### config.mk
export PLATFORM = sky130hd
export DESIGN_NAME = linear_move_interpolator_top
export DESIGN_NICKNAME = d
export VERILOG_FILES = /design/src/rtl/lmi_pkg.sv /design/src/rtl/linear_move_interpolator_top.sv
export SDC_FILE = /design/constraint.sdc
export NUM_CORES = 1
export LEC_CHECK = 0
export BUFFER_PORTS_ARGS = -buffer_cell sky130_fd_sc_hd__buf_2
export CAP_MARGIN = 10
export CORE_MARGIN = 5
export CORE_UTILIZATION = 35
export CTS_BUF_LIST = sky130_fd_sc_hd__clkbuf_4
export CTS_CLUSTER_DIAMETER = 120
export DETAILED_ROUTE_END_ITERATION = 10
export GPL_ROUTABILITY_DRIVEN = 0
export PLACE_DENSITY = 0.57
export SETUP_SLACK_MARGIN = 0.4
export SLEW_MARGIN = 25
export SYNTH_ARGS = -nofsm -noshare
export SYNTH_HDL_FRONTEND = slang
export SYNTH_SLANG_ARGS = --single-unit
### constraint.sdc
create_clock -name i_clk -period 10.05 [get_ports i_clk]
set_input_delay 1.005 -clock i_clk [delete_from_list [all_inputs] [get_ports i_clk]]
set_output_delay 1.005 -clock i_clk [all_outputs]
set_load 0.03 [all_outputs]
### src/rtl/lmi_pkg.sv
// Shared widths, action codes and types for the straight-line path stepper.
// No dependencies.
package lmi_pkg;

    localparam int COORD_W = 16;
    localparam int STEP_W  = 17;
    localparam int LEN_W   = 8;
    localparam int PROD_W  = COORD_W + STEP_W;
    localparam int RAD_W   = PROD_W + 1;
    localparam int SREM_W  = STEP_W + 1;
    localparam int CNT_W   = 5;

    localparam logic [1:0] ACT_START   = 2'd0;
    localparam logic [1:0] ACT_ADVANCE = 2'd1;
    localparam logic [1:0] ACT_STOP    = 2'd2;

    localparam logic [LEN_W-1:0] LEN_RESET = LEN_W'(16);

    localparam logic [CNT_W-1:0] MUL_LAST  = CNT_W'(STEP_W - 1);
    localparam logic [CNT_W-1:0] SQRT_LAST = CNT_W'(RAD_W / 2 - 1);
    localparam logic [CNT_W-1:0] LDIV_LAST = CNT_W'(STEP_W - 1);
    localparam logic [CNT_W-1:0] ADIV_LAST = CNT_W'(COORD_W - 1);

    typedef logic signed [COORD_W-1:0] t_coord;
    typedef logic        [COORD_W-1:0] t_mag;
    typedef logic        [STEP_W-1:0]  t_step;

    typedef enum logic [1:0] {
        OP_NONE,
        OP_START,
        OP_ADVANCE
    } t_op;

endpackage

### src/rtl/linear_move_interpolator_top.sv
// Straight-line path stepper with bit-serial multiply, root and divide; uses lmi_pkg.
// Sequence from accepting edge to result: start runs multiply, root, divide and finish,
// advance runs multiply, divide and finish, and words that do no arithmetic go straight to finish.
// One word in flight, the next taken the cycle after finish; a result held in the output
// register stalls finish.
// Synchronous active-low reset: idle, step length 16, step index 1, limit 0.
module linear_move_interpolator_top import lmi_pkg::*; (
    input  logic               i_clk,
    input  logic               i_rst_n,
    input  logic               i_in_valid,
    output logic               o_in_ready,
    input  logic [1:0]         i_action,
    input  t_coord             i_from_x,
    input  t_coord             i_from_y,
    input  t_coord             i_target_x,
    input  t_coord             i_target_y,
    input  logic               i_cfg_valid,
    output logic               o_cfg_ready,
    input  logic [LEN_W-1:0]   i_cfg_data,
    output logic               o_out_valid,
    input  logic               i_out_ready,
    output t_step              o_step_total,
    output logic               o_point_valid,
    output t_coord             o_point_x,
    output t_coord             o_point_y,
    output logic               o_running
);

    localparam logic [2:0] S_IDLE = 3'd0;
    localparam logic [2:0] S_MUL  = 3'd1;
    localparam logic [2:0] S_SQRT = 3'd2;
    localparam logic [2:0] S_LDIV = 3'd3;
    localparam logic [2:0] S_ADIV = 3'd4;
    localparam logic [2:0] S_FIN  = 3'd5;

    logic [2:0]        r_state;
    logic [CNT_W-1:0]  r_cnt;
    t_op               r_op;
    logic [LEN_W-1:0]  r_step_len;

    t_coord            r_origin [2];
    t_mag              r_mag    [2];
    logic              r_neg    [2];
    t_step             r_index;
    t_step             r_limit;

    // multiplier lanes: high half accumulates, low half holds multiplier then product
    t_mag              r_phi    [2];
    t_step             r_plo    [2];
    // advance divider lanes
    t_step             r_arem   [2];
    t_mag              r_aq     [2];
    // root and length divider
    logic [RAD_W-1:0]  r_rad;
    logic [SREM_W-1:0] r_srem;
    t_step             r_root;
    logic [LEN_W-1:0]  r_lrem;

    logic              r_out_valid;
    t_step             r_out_total;
    logic              r_out_pvalid;
    t_coord            r_out_x;
    t_coord            r_out_y;
    logic              r_out_running;

    logic              accept;
    logic              slot_free;
    logic              cnt_done;
    logic [COORD_W:0]  dspan    [2];
    t_mag              dmag     [2];
    logic              span_zero;
    logic [COORD_W:0]  mul_sum  [2];
    logic [STEP_W:0]   adiv_t   [2];
    logic              adiv_ge  [2];
    logic [STEP_W:0]   adiv_sub [2];
    logic [SREM_W+1:0] sqrt_t;
    logic [SREM_W+1:0] sqrt_trial;
    logic              sqrt_ge;
    logic [SREM_W+1:0] sqrt_sub;
    logic [LEN_W-1:0]  len_eff;
    logic [LEN_W:0]    ldiv_t;
    logic              ldiv_ge;
    logic [LEN_W:0]    ldiv_sub;
    t_step             n_index;
    logic [PROD_W-1:0] prod     [2];
    t_coord            pt       [2];

    assign o_in_ready  = (r_state == S_IDLE);
    assign o_cfg_ready = 1'b1;
    assign accept      = i_in_valid && o_in_ready;
    assign slot_free   = !r_out_valid || i_out_ready;
    assign cnt_done    = (r_cnt == '0);
    assign len_eff     = (r_step_len == '0) ? LEN_W'(1) : r_step_len;
    assign n_index     = r_index + STEP_W'(1);

    always_comb begin
        dspan[0] = {i_target_x[COORD_W-1], i_target_x} - {i_from_x[COORD_W-1], i_from_x};
        dspan[1] = {i_target_y[COORD_W-1], i_target_y} - {i_from_y[COORD_W-1], i_from_y};
        for (int l = 0; l < 2; l++) begin
            dmag[l]     = dspan[l][STEP_W-1] ? COORD_W'(-dspan[l]) : dspan[l][COORD_W-1:0];
            mul_sum[l]  = {1'b0, r_phi[l]} + (r_plo[l][0] ? {1'b0, r_mag[l]} : '0);
            adiv_t[l]   = {r_arem[l], r_aq[l][COORD_W-1]};
            adiv_ge[l]  = (adiv_t[l] >= {1'b0, r_limit});
            adiv_sub[l] = adiv_t[l] - {1'b0, r_limit};
            prod[l]     = {mul_sum[l], r_plo[l][STEP_W-1:1]};
            pt[l]       = r_neg[l] ? r_origin[l] - t_coord'(r_aq[l])
                                   : r_origin[l] + t_coord'(r_aq[l]);
        end
        span_zero  = (dmag[0] == '0) && (dmag[1] == '0);
        sqrt_t     = {r_srem, r_rad[RAD_W-1 -: 2]};
        sqrt_trial = {1'b0, r_root, 2'b01};
        sqrt_ge    = (sqrt_t >= sqrt_trial);
        sqrt_sub   = sqrt_t - sqrt_trial;
        ldiv_t     = {r_lrem, r_root[STEP_W-1]};
        ldiv_ge    = (ldiv_t >= {1'b0, len_eff});
        ldiv_sub   = ldiv_t - {1'b0, len_eff};
    end

    always_ff @(posedge i_clk) begin
        if (!i_rst_n) begin
            r_state     <= S_IDLE;
            r_cnt       <= '0;
            r_op        <= OP_NONE;
            r_step_len  <= LEN_RESET;
            r_origin[0] <= '0;
            r_origin[1] <= '0;
            r_mag[0]    <= '0;
            r_mag[1]    <= '0;
            r_neg[0]    <= 1'b0;
            r_neg[1]    <= 1'b0;
            r_index     <= STEP_W'(1);
            r_limit     <= '0;
            r_out_valid <= 1'b0;
        end else begin
            if (i_cfg_valid) begin
                r_step_len <= i_cfg_data;
            end
            if (r_out_valid && i_out_ready) begin
                r_out_valid <= 1'b0;
            end
            unique case (r_state)
                S_IDLE: begin
                    if (accept) begin
                        r_op    <= OP_NONE;
                        r_state <= S_FIN;
                        case (i_action)
                            ACT_START: begin
                                r_op        <= OP_START;
                                r_origin[0] <= i_from_x;
                                r_origin[1] <= i_from_y;
                                for (int l = 0; l < 2; l++) begin
                                    r_mag[l] <= dmag[l];
                                    r_neg[l] <= dspan[l][STEP_W-1];
                                    r_phi[l] <= '0;
                                    r_plo[l] <= STEP_W'(dmag[l]);
                                end
                                if (span_zero) begin
                                    r_index <= STEP_W'(1);
                                    r_limit <= '0;
                                end else begin
                                    r_index <= '0;
                                    r_cnt   <= MUL_LAST;
                                    r_state <= S_MUL;
                                end
                            end
                            ACT_ADVANCE: begin
                                if (r_index < r_limit) begin
                                    r_op    <= OP_ADVANCE;
                                    r_index <= n_index;
                                    for (int l = 0; l < 2; l++) begin
                                        r_phi[l] <= '0;
                                        r_plo[l] <= n_index;
                                    end
                                    r_cnt   <= MUL_LAST;
                                    r_state <= S_MUL;
                                end
                            end
                            ACT_STOP: begin
                                r_index <= STEP_W'(1);
                                r_limit <= '0;
                            end
                            default: begin
                            end
                        endcase
                    end
                end
                S_MUL: begin
                    for (int l = 0; l < 2; l++) begin
                        r_phi[l] <= mul_sum[l][COORD_W:1];
                        r_plo[l] <= {mul_sum[l][0], r_plo[l][STEP_W-1:1]};
                    end
                    r_cnt <= r_cnt - CNT_W'(1);
                    if (cnt_done) begin
                        if (r_op == OP_START) begin
                            r_rad   <= {1'b0, prod[0]} + {1'b0, prod[1]};
                            r_srem  <= '0;
                            r_root  <= '0;
                            r_cnt   <= SQRT_LAST;
                            r_state <= S_SQRT;
                        end else begin
                            for (int l = 0; l < 2; l++) begin
                                r_arem[l] <= prod[l][PROD_W-1 -: STEP_W];
                                r_aq[l]   <= prod[l][COORD_W-1:0];
                            end
                            r_cnt   <= ADIV_LAST;
                            r_state <= S_ADIV;
                        end
                    end
                end
                S_SQRT: begin
                    r_rad  <= {r_rad[RAD_W-3:0], 2'b00};
                    r_srem <= sqrt_ge ? sqrt_sub[SREM_W-1:0] : sqrt_t[SREM_W-1:0];
                    r_root <= {r_root[STEP_W-2:0], sqrt_ge};
                    r_cnt  <= r_cnt - CNT_W'(1);
                    if (cnt_done) begin
                        r_lrem  <= '0;
                        r_cnt   <= LDIV_LAST;
                        r_state <= S_LDIV;
                    end
                end
                S_LDIV: begin
                    r_lrem <= ldiv_ge ? ldiv_sub[LEN_W-1:0] : ldiv_t[LEN_W-1:0];
                    r_root <= {r_root[STEP_W-2:0], ldiv_ge};
                    r_cnt  <= r_cnt - CNT_W'(1);
                    if (cnt_done) begin
                        r_limit <= {r_root[STEP_W-2:0], ldiv_ge} + STEP_W'(1);
                        r_state <= S_FIN;
                    end
                end
                S_ADIV: begin
                    for (int l = 0; l < 2; l++) begin
                        r_arem[l] <= adiv_ge[l] ? adiv_sub[l][STEP_W-1:0]
                                                : adiv_t[l][STEP_W-1:0];
                        r_aq[l]   <= {r_aq[l][COORD_W-2:0], adiv_ge[l]};
                    end
                    r_cnt <= r_cnt - CNT_W'(1);
                    if (cnt_done) begin
                        r_state <= S_FIN;
                    end
                end
                S_FIN: begin
                    if (slot_free) begin
                        r_out_valid <= 1'b1;
                        r_state     <= S_IDLE;
                    end
                end
                default: begin
                    r_state <= S_IDLE;
                end
            endcase
        end
    end

    always_ff @(posedge i_clk) begin
        if (r_state == S_FIN && slot_free) begin
            r_out_total   <= (r_op == OP_START) ? r_limit : '0;
            r_out_pvalid  <= (r_op == OP_ADVANCE);
            r_out_x       <= (r_op == OP_ADVANCE) ? pt[0] : '0;
            r_out_y       <= (r_op == OP_ADVANCE) ? pt[1] : '0;
            r_out_running <= (r_index < r_limit);
        end
    end

    assign o_out_valid   = r_out_valid;
    assign o_step_total  = r_out_total;
    assign o_point_valid = r_out_pvalid;
    assign o_point_x     = r_out_x;
    assign o_point_y     = r_out_y;
    assign o_running     = r_out_running;

endmodule
==> results of run 1 <==
[worst paths after layout]
check | startpoint | endpoint | slack, ps | cells after the start
worst min-delay path | i_cfg_data[4] | r_step_len[4] | 400 | 3
worst max-delay path | r_plo[0][17] | r_rad[33] | 4730 | 20
worst min register to register | r_limit[5] | r_limit[5] | 460 | 2
worst max register to register | r_plo[0][17] | r_rad[33] | 4730 | 20
[cell usage after synthesis, drive strengths merged (15+ instances only)]
| cell type | number |
|---|---|
| or2 | 21 |
| a21boi | 22 |
| nand2b | 41 |
| nor3 | 68 |
| inv | 172 |
| ha | 216 |
| mux2 | 15 |
| nand3 | 52 |
| a211oi | 34 |
| a21o | 66 |
| and2 | 99 |
| dfxtp | 53 |
| nor4 | 21 |
| o21ai | 171 |
| or3 | 27 |
| mux2i | 67 |
| o31ai | 19 |
| clkbuf | 90 |
| o21a | 21 |
| and3 | 26 |
| a31oi | 23 |
| edfxtp | 326 |
| a21oi | 190 |
| xnor2 | 148 |
| nor2 | 342 |
| o31a | 17 |
| xor2 | 60 |
| nor2b | 41 |
| o21bai | 19 |
| nand4 | 22 |
| nand2 | 275 |
[flip-flops by register name, indices dropped and copies added, names as in the netlist, 17 cells and up]
register and flops:
r_arem 34, r_plo 34, r_rad 34, r_aq 32, r_mag 32, r_origin 32, r_phi 32, r_srem 18
o_step_total 17, r_index 17, r_limit 17, r_root 17
[worst register-to-register path, delay by kind of cell, from the launching register on]
kind	cells	cell delay [ps]
flip-flops	1	560
XOR/XNOR	1	500
AO/OA/AOI/OAI	11	2100
AND/OR/NAND/NOR	4	770
buffers and inverters	1	120
adder cells (fa/ha/maj)	3	980
[power groups by stage]
stage / Combinational, mW / Sequential [mW] / Clock [mW]
after detailed placement: 2.68 / 2.25 / 0
after global placement: 2.64 / 2.25 / 0
final: 2.71 / 2.21 / 1.40
after global routing: 3.00 / 2.23 / 1.53
after floorplan: 1.96 / 2.24 / 0
after CTS: 2.70 / 2.21 / 1.45
[per-layer routing]
layer  routed length, um  vias to the layer above  GRT usage [%]
met1               35600                    10410           24.7
met5                   0                        -              0
met3                4040                       90           2.76
met2               36800                      494           30.1
li1                    -                    10946              -
met4                1540                        0           5.09
[final cells by class]
cell class	count	area, sq um
antenna	3	7.51
multi-input combinational	2278	15300
tap	1040	1300
fill	7952	46800
clock buffer	146	1100
inverter	173	649
sequential	379	10900
clock inverter	39	194
timing repair buffer	158	918
[per-stage QoR]
stage	instance area, sq um	total power, mW	setup slack [ps]
4_1_cts	30300	6.36	4700
3_5_place_dp	29000	4.93	3990
6_report	30300	6.33	4730
3_3_place_gp	28900	4.89	4050
2_1_floorplan	27100	4.20	3190
5_1_grt	30300	6.76	4430
[cells by family (layout without fill, tap and decap cells)]
family,count (synthesis),after routing
xor+xnor,208,208
buf+inv,277,516
simple gates,1083,1083
other cells,1,4
flops,379,379
compound gates,677,677
fa+ha+maj,227,227
mux,82,82
[cells in the final DEF (no fill, tap or decap), drive strengths merged, types with 19 or more instances in the layout]
cell type,netlist,layout
a21o,66,66
xor2,60,60
a21oi,190,190
or3,27,27
o21a,21,21
a21boi,22,22
xnor2,148,148
o21ai,171,171
nor3,68,68
o21bai,19,19
dfxtp,53,53
buf,14,158
nand3,52,52
nor4,21,21
clkbuf,90,146
o31ai,19,19
a211oi,34,34
nor2,342,342
clkinv,1,36
edfxtp,326,326
inv,172,172
mux2i,67,67
nand2,275,275
a31oi,23,23
and2,99,99
nand4,22,22
and3,26,26
ha,216,216
nor2b,41,41
nand2b,41,41
or2,21,21
==> impl_metrics.json, run 1 <==
{
  "hold_path_class": "input port to flop",
  "grt_pass1_vias": 20839,
  "cts-htree-levels": 3,
  "finalSetupViolCount": 0,
  "p_int_mw": 3.81,
  "yosys.area.top_type": "edfxtp_1",
  "numCtsBuffers": 103,
  "viasPerCell": 5.20,
  "slowest_delay_ps": 560,
  "synth_area_sq_um": 27100,
  "share_seq_of_total_power_pct": 35.0,
  "utilization_pct": 39.3,
  "cts_tree": "done",
  "slew_headroom_pct": 32.0,
  "ys_types": 95,
  "dpl.hpwl_um": 57500,
  "final_cells": 4216,
  "grt_max_degree": 67,
  "overflow": 0,
  "final_antenna_net_count": 0,
  "worstSetupPathType": "flop to flop",
  "grt_usage_pct": 18.1,
  "clk_latency_ps": 880,
  "path_max_fanout": 16,
  "fin_tns_setup_ps": 0,
  "synthAdderAreaFrac_pct": 10.7,
  "p_switching_mw": 2.52,
  "cts_resized": 0,
  "initial_core_util_pct": 35.2,
  "max_freq_ghz": 0.188,
  "synth_top_family_by_area": "simple AND/OR/NAND/NOR gates",
  "synth_mux_area_share_pct": 3.10,
  "worst_pin_slew_ps": 1020,
  "synthCells": 2934,
  "die_h_um": 288,
  "p_clk_share_pct": 22.2,
  "areaGrowthSynthToFinish_pct": 11.9,
  "nets": 3398,
  "synth-edff-count": 326,
  "crit_family": "compound AO/OA/AOI/OAI gates",
  "worstPathCellList": "and2_1, ha_1, fa_1, a21o_1, a21oi_1, o21bai_1, a21oi_1, o21bai_1, a21oi_1, nor2b_1, o21ai_0, a21oi_1, a311o_1, xnor2_1, inv_1, ha_1, o21ai_0, a21oi_1, nor4_1, nor3_1",
  "ys.flop_type": "edfxtp_1",
  "post_cts_buffers": 0,
  "hold_violations": 0,
  "ys_ff_latch": 379,
  "synth_compound_area_share_pct": 16.2,
  "cts.sinks": 379,
  "path_buf_inv": 1,
  "power.share.combinational_pct": 42.8,
  "synth_area_leaders": "edfxtp_1 (36%), ha_1 (10%), xnor2_1 (4.8%), nor2_1 (4.7%), dfxtp_1 (3.9%)",
  "maxCapViolations": 0,
  "yosys_warnings": 0,
  "grt_setup_unrepaired": "false",
  "syn_area_per_cell_sq_um": 9.24,
  "synth_xor_area_share_pct": 6.79,
  "fin_worst_skew_ps": 63.9,
  "grt_first_pass_wirelength_um": 118000,
  "die-area_sq_um": 83100,
  "critPathLaunchType": "flop",
  "drv_slew": 0,
  "leakagePower_nw": 12.4,
  "antenna_found_initial": 3,
  "dieWidth_um": 288,
  "drc": 0,
  "rows": 102,
  "io_buffers": 131,
  "hold_buffers": 0,
  "wl_per_cell_um": 18.5,
  "swShare_pct": 39.8,
  "ys_seq_area_share_pct": 40.0,
  "post-route-period-util_pct": 52.9,
  "root_buffer": "clkbuf_4",
  "vias": 21940,
  "clock_path_buffers": 3,
  "path_clk_slew_ps": 70,
  "final.min_clock_period_ps": 5320,
  "drt-total-wl_um": 78000,
  "dpl.cell_count": 4027,
  "cpMostUsedCell": "a21oi_1",
  "status": "complete, no violations",
  "drtIter0Drc": 1583,
  "synth_simple_gate_area_share_pct": 19.2,
  "worst_hold_slack_ps": 395,
  "drive_above_1_share_pct": 12.3,
  "ios": 133,
  "crit_required_ps": 10670,
  "async_reset_ff_share_pct": 0,
  "critPathArrivalTime_ps": 5930,
  "cp_slowest_cell": "edfxtp_1",
  "firstDrtPassIters": 7,
  "critPathCaptureType": "flop",
  "peakVddDrop_v": 0.0000809,
  "core_area_sq_um": 77100,
  "synth_top_area_share_pct": 36.1,
  "powerDensity_nw_per_um2": 209,
  "syn_nets": 3239
}
No activity file was read; power rests on OpenSTA's default activity.
==> run 2: changes to the inputs <==
PLACE_DENSITY = 0.59   (was 0.57)
clock period = 4.7 ns   (was 10.05 ns; I/O delays follow)
==> run 2 against run 1 <==
Net effect:
- routed wire length rose by 3.7%
- core utilization up 2.5 points
- non-clock buffer count is 164 higher
- die area is the same
- largest power group unchanged
- count of clock-buffer cells in the layout increased by 13
==> impl_metrics.json, run 2 (synthesis results as in run 1) <==
{
  "status": "complete, no violations",
  "numCtsBuffers": 104,
  "ios": 133,
  "io_buffers": 131,
  "hold-path-cell-count": 4,
  "grt_first_pass_wirelength_um": 123000,
  "critPathArrivalTime_ps": 5090,
  "worstSetupPathType": "flop to flop",
  "max_freq_ghz": 0.225,
  "fin_area_sq_um": 32300,
  "min_to": "r_op[1]",
  "grt_setup_unrepaired": "true",
  "vias": 22929,
  "crit_required_ps": 5350,
  "reg_top3": "r_arem: 34 flops, r_plo: 34 flops, r_rad: 34 flops",
  "rows": 102,
  "r2r_cells": 22,
  "r2r-end": "r_rad[32]",
  "layout_common_cells": "nor2_1 (339), edfxtp_1 (326), nand2_1 (273)",
  "areaGrowthSynthToFinish_pct": 19.0,
  "drc": 0,
  "core_area_sq_um": 77100,
  "initial_core_util_pct": 35.2,
  "viasPerCell": 5.23,
  "critPathLaunchType": "flop",
  "maxCapViolations": 0,
  "grt_pass1_vias": 22144,
  "dpl_cell_area_sq_um": 29700,
  "rrSetupSlack_ps": 260,
  "die-area_sq_um": 83100,
  "leakagePower_nw": 13.4,
  "dpl.hpwl_um": 59000,
  "die_h_um": 288,
  "overflow": 0,
  "grt_max_degree": 87,
  "drive_above_1_share_pct": 17.5,
  "powerDensity_nw_per_um2": 446,
  "cts.sinks": 379,
  "cts_tree": "done",
  "peakVddDrop_v": 0.000244,
  "cp_slowest_cell": "edfxtp_1",
  "path_clk_slew_ps": 80,
  "dieWidth_um": 288,
  "worst_hold_slack_ps": 163,
  "path_max_fanout": 4,
  "fin_worst_skew_ps": 62.2,
  "firstDrtPassIters": 5,
  "hold_path_class": "input port to flop",
  "post-route-period-util_pct": 94.4,
  "antenna_found_initial": 3,
  "cts-htree-levels": 3,
  "worstPathCellList": "buf_6, and2_4, ha_4, a21o_1, a21oi_2, o21bai_1, a21oi_2, nor2b_1, o21a_1, o31a_1, o41ai_2, buf_4, o211a_4, mux2i_4, nor2_2, ha_1, nor2_1, mux2i_1, o21ai_1, a31oi_1, o31ai_1, buf_4",
  "layout_commonest_cell": "nor2_1",
  "clk_latency_ps": 890,
  "drv_slew": 0,
  "fin_total_pwr_mw": 14.4,
  "hold_violations": 0,
  "finalSetupViolCount": 0,
  "slowest_delay_ps": 410,
  "min_from": "i_action[0]",
  "drt-total-wl_um": 80800,
  "final_cells": 4388,
  "root_buffer": "clkbuf_4",
  "wl_per_cell_um": 18.4,
  "clock_path_buffers": 3,
  "drtIter0Drc": 1451,
  "grt_usage_pct": 18.7,
  "final.min_clock_period_ps": 4440,
  "slew_headroom_pct": 28.4,
  "reg2reg_from": "r_plo[0][0]",
  "worst_pin_slew_ps": 1070,
  "final_antenna_net_count": 0,
  "nets": 3564,
  "dpl.cell_count": 4121,
  "critPathCaptureType": "flop"
}
-- run 2: repair_timing --
| item | CTS | global route |
|---|---|---|
| endpoints found under the setup margin | 4 | 60 |
| hold buffers | 52 | 0 |
| pin swaps | 12 | 32 |
| buffers inserted | 9 | 10 |
| resized for setup | 21 | 71 |
| gates cloned | 0 | 1 |
| endpoints found under the hold margin | 55 | 0 |
-- run 2: stage by stage --
step | TNS (ps) | setup slack, ps | utilization [%]
after floorplan | 0 | 412 | -
after global placement | 0 | 26.3 | 38.5
after detailed placement | -3.66 | -3.66 | 38.5
after CTS | 0 | 407 | 41.3
after global routing | 0 | 96.3 | 41.8
final | 0 | 262 | 41.8
-- run 2: worst max-delay path, delay by kind of cell, from the launching register on --
family	cells	cell delay [ps]
compound gates	11	2060
fa+ha+maj	2	580
buf+inv	3	460
flops	1	410
mux	2	400
simple gates	4	330
-- run 2: worst max path at each step --
| stage | from | to | slack (ps) | cells past startpoint |
|---|---|---|---|---|
| 2_1_floorplan | i_target_y[0] | r_index[0] | 410 | 15 |
| 3_3_place_gp | i_from_y[0] | r_cnt[4] | 30 | 16 |
| 5_1_grt | r_plo[0][0] | r_rad[32] | 100 | 22 |
| 3_5_place_dp | i_from_y[0] | r_cnt[4] | -4 | 16 |
| 4_1_cts | r_plo[0][17] | r_rad[33] | 410 | 21 |
| 6_report | r_plo[0][0] | r_rad[32] | 260 | 22 |
-- run 2: layer usage --
metal  vias up  routed length [um]  GRT usage (%)
met5         -                   0              0
met4         0                2340           6.84
met3       139                4500           2.83
li1      11269                   -              -
met2       571               38700           31.4
met1     10950               35300           24.5
-- run 2: final cells by class --
class,instances,area [sq um]
fillers,7673,44800
multi-input cells,2279,15700
flip-flops and latches,379,10900
repair buffers,322,2290
well taps,1040,1300
clock buffers,159,1190
inverters,173,649
clock inverters,33,220
diodes,3,7.51
-- run 2: report_power, final --
group	switching, mW	leakage, nW	internal, mW	total [mW]
sequential	0.338	3.50	4.39	4.73
clock	1.52	0.832	1.71	3.23
combinational	3.71	9.02	2.71	6.42
total	5.57	13.4	8.81	14.4
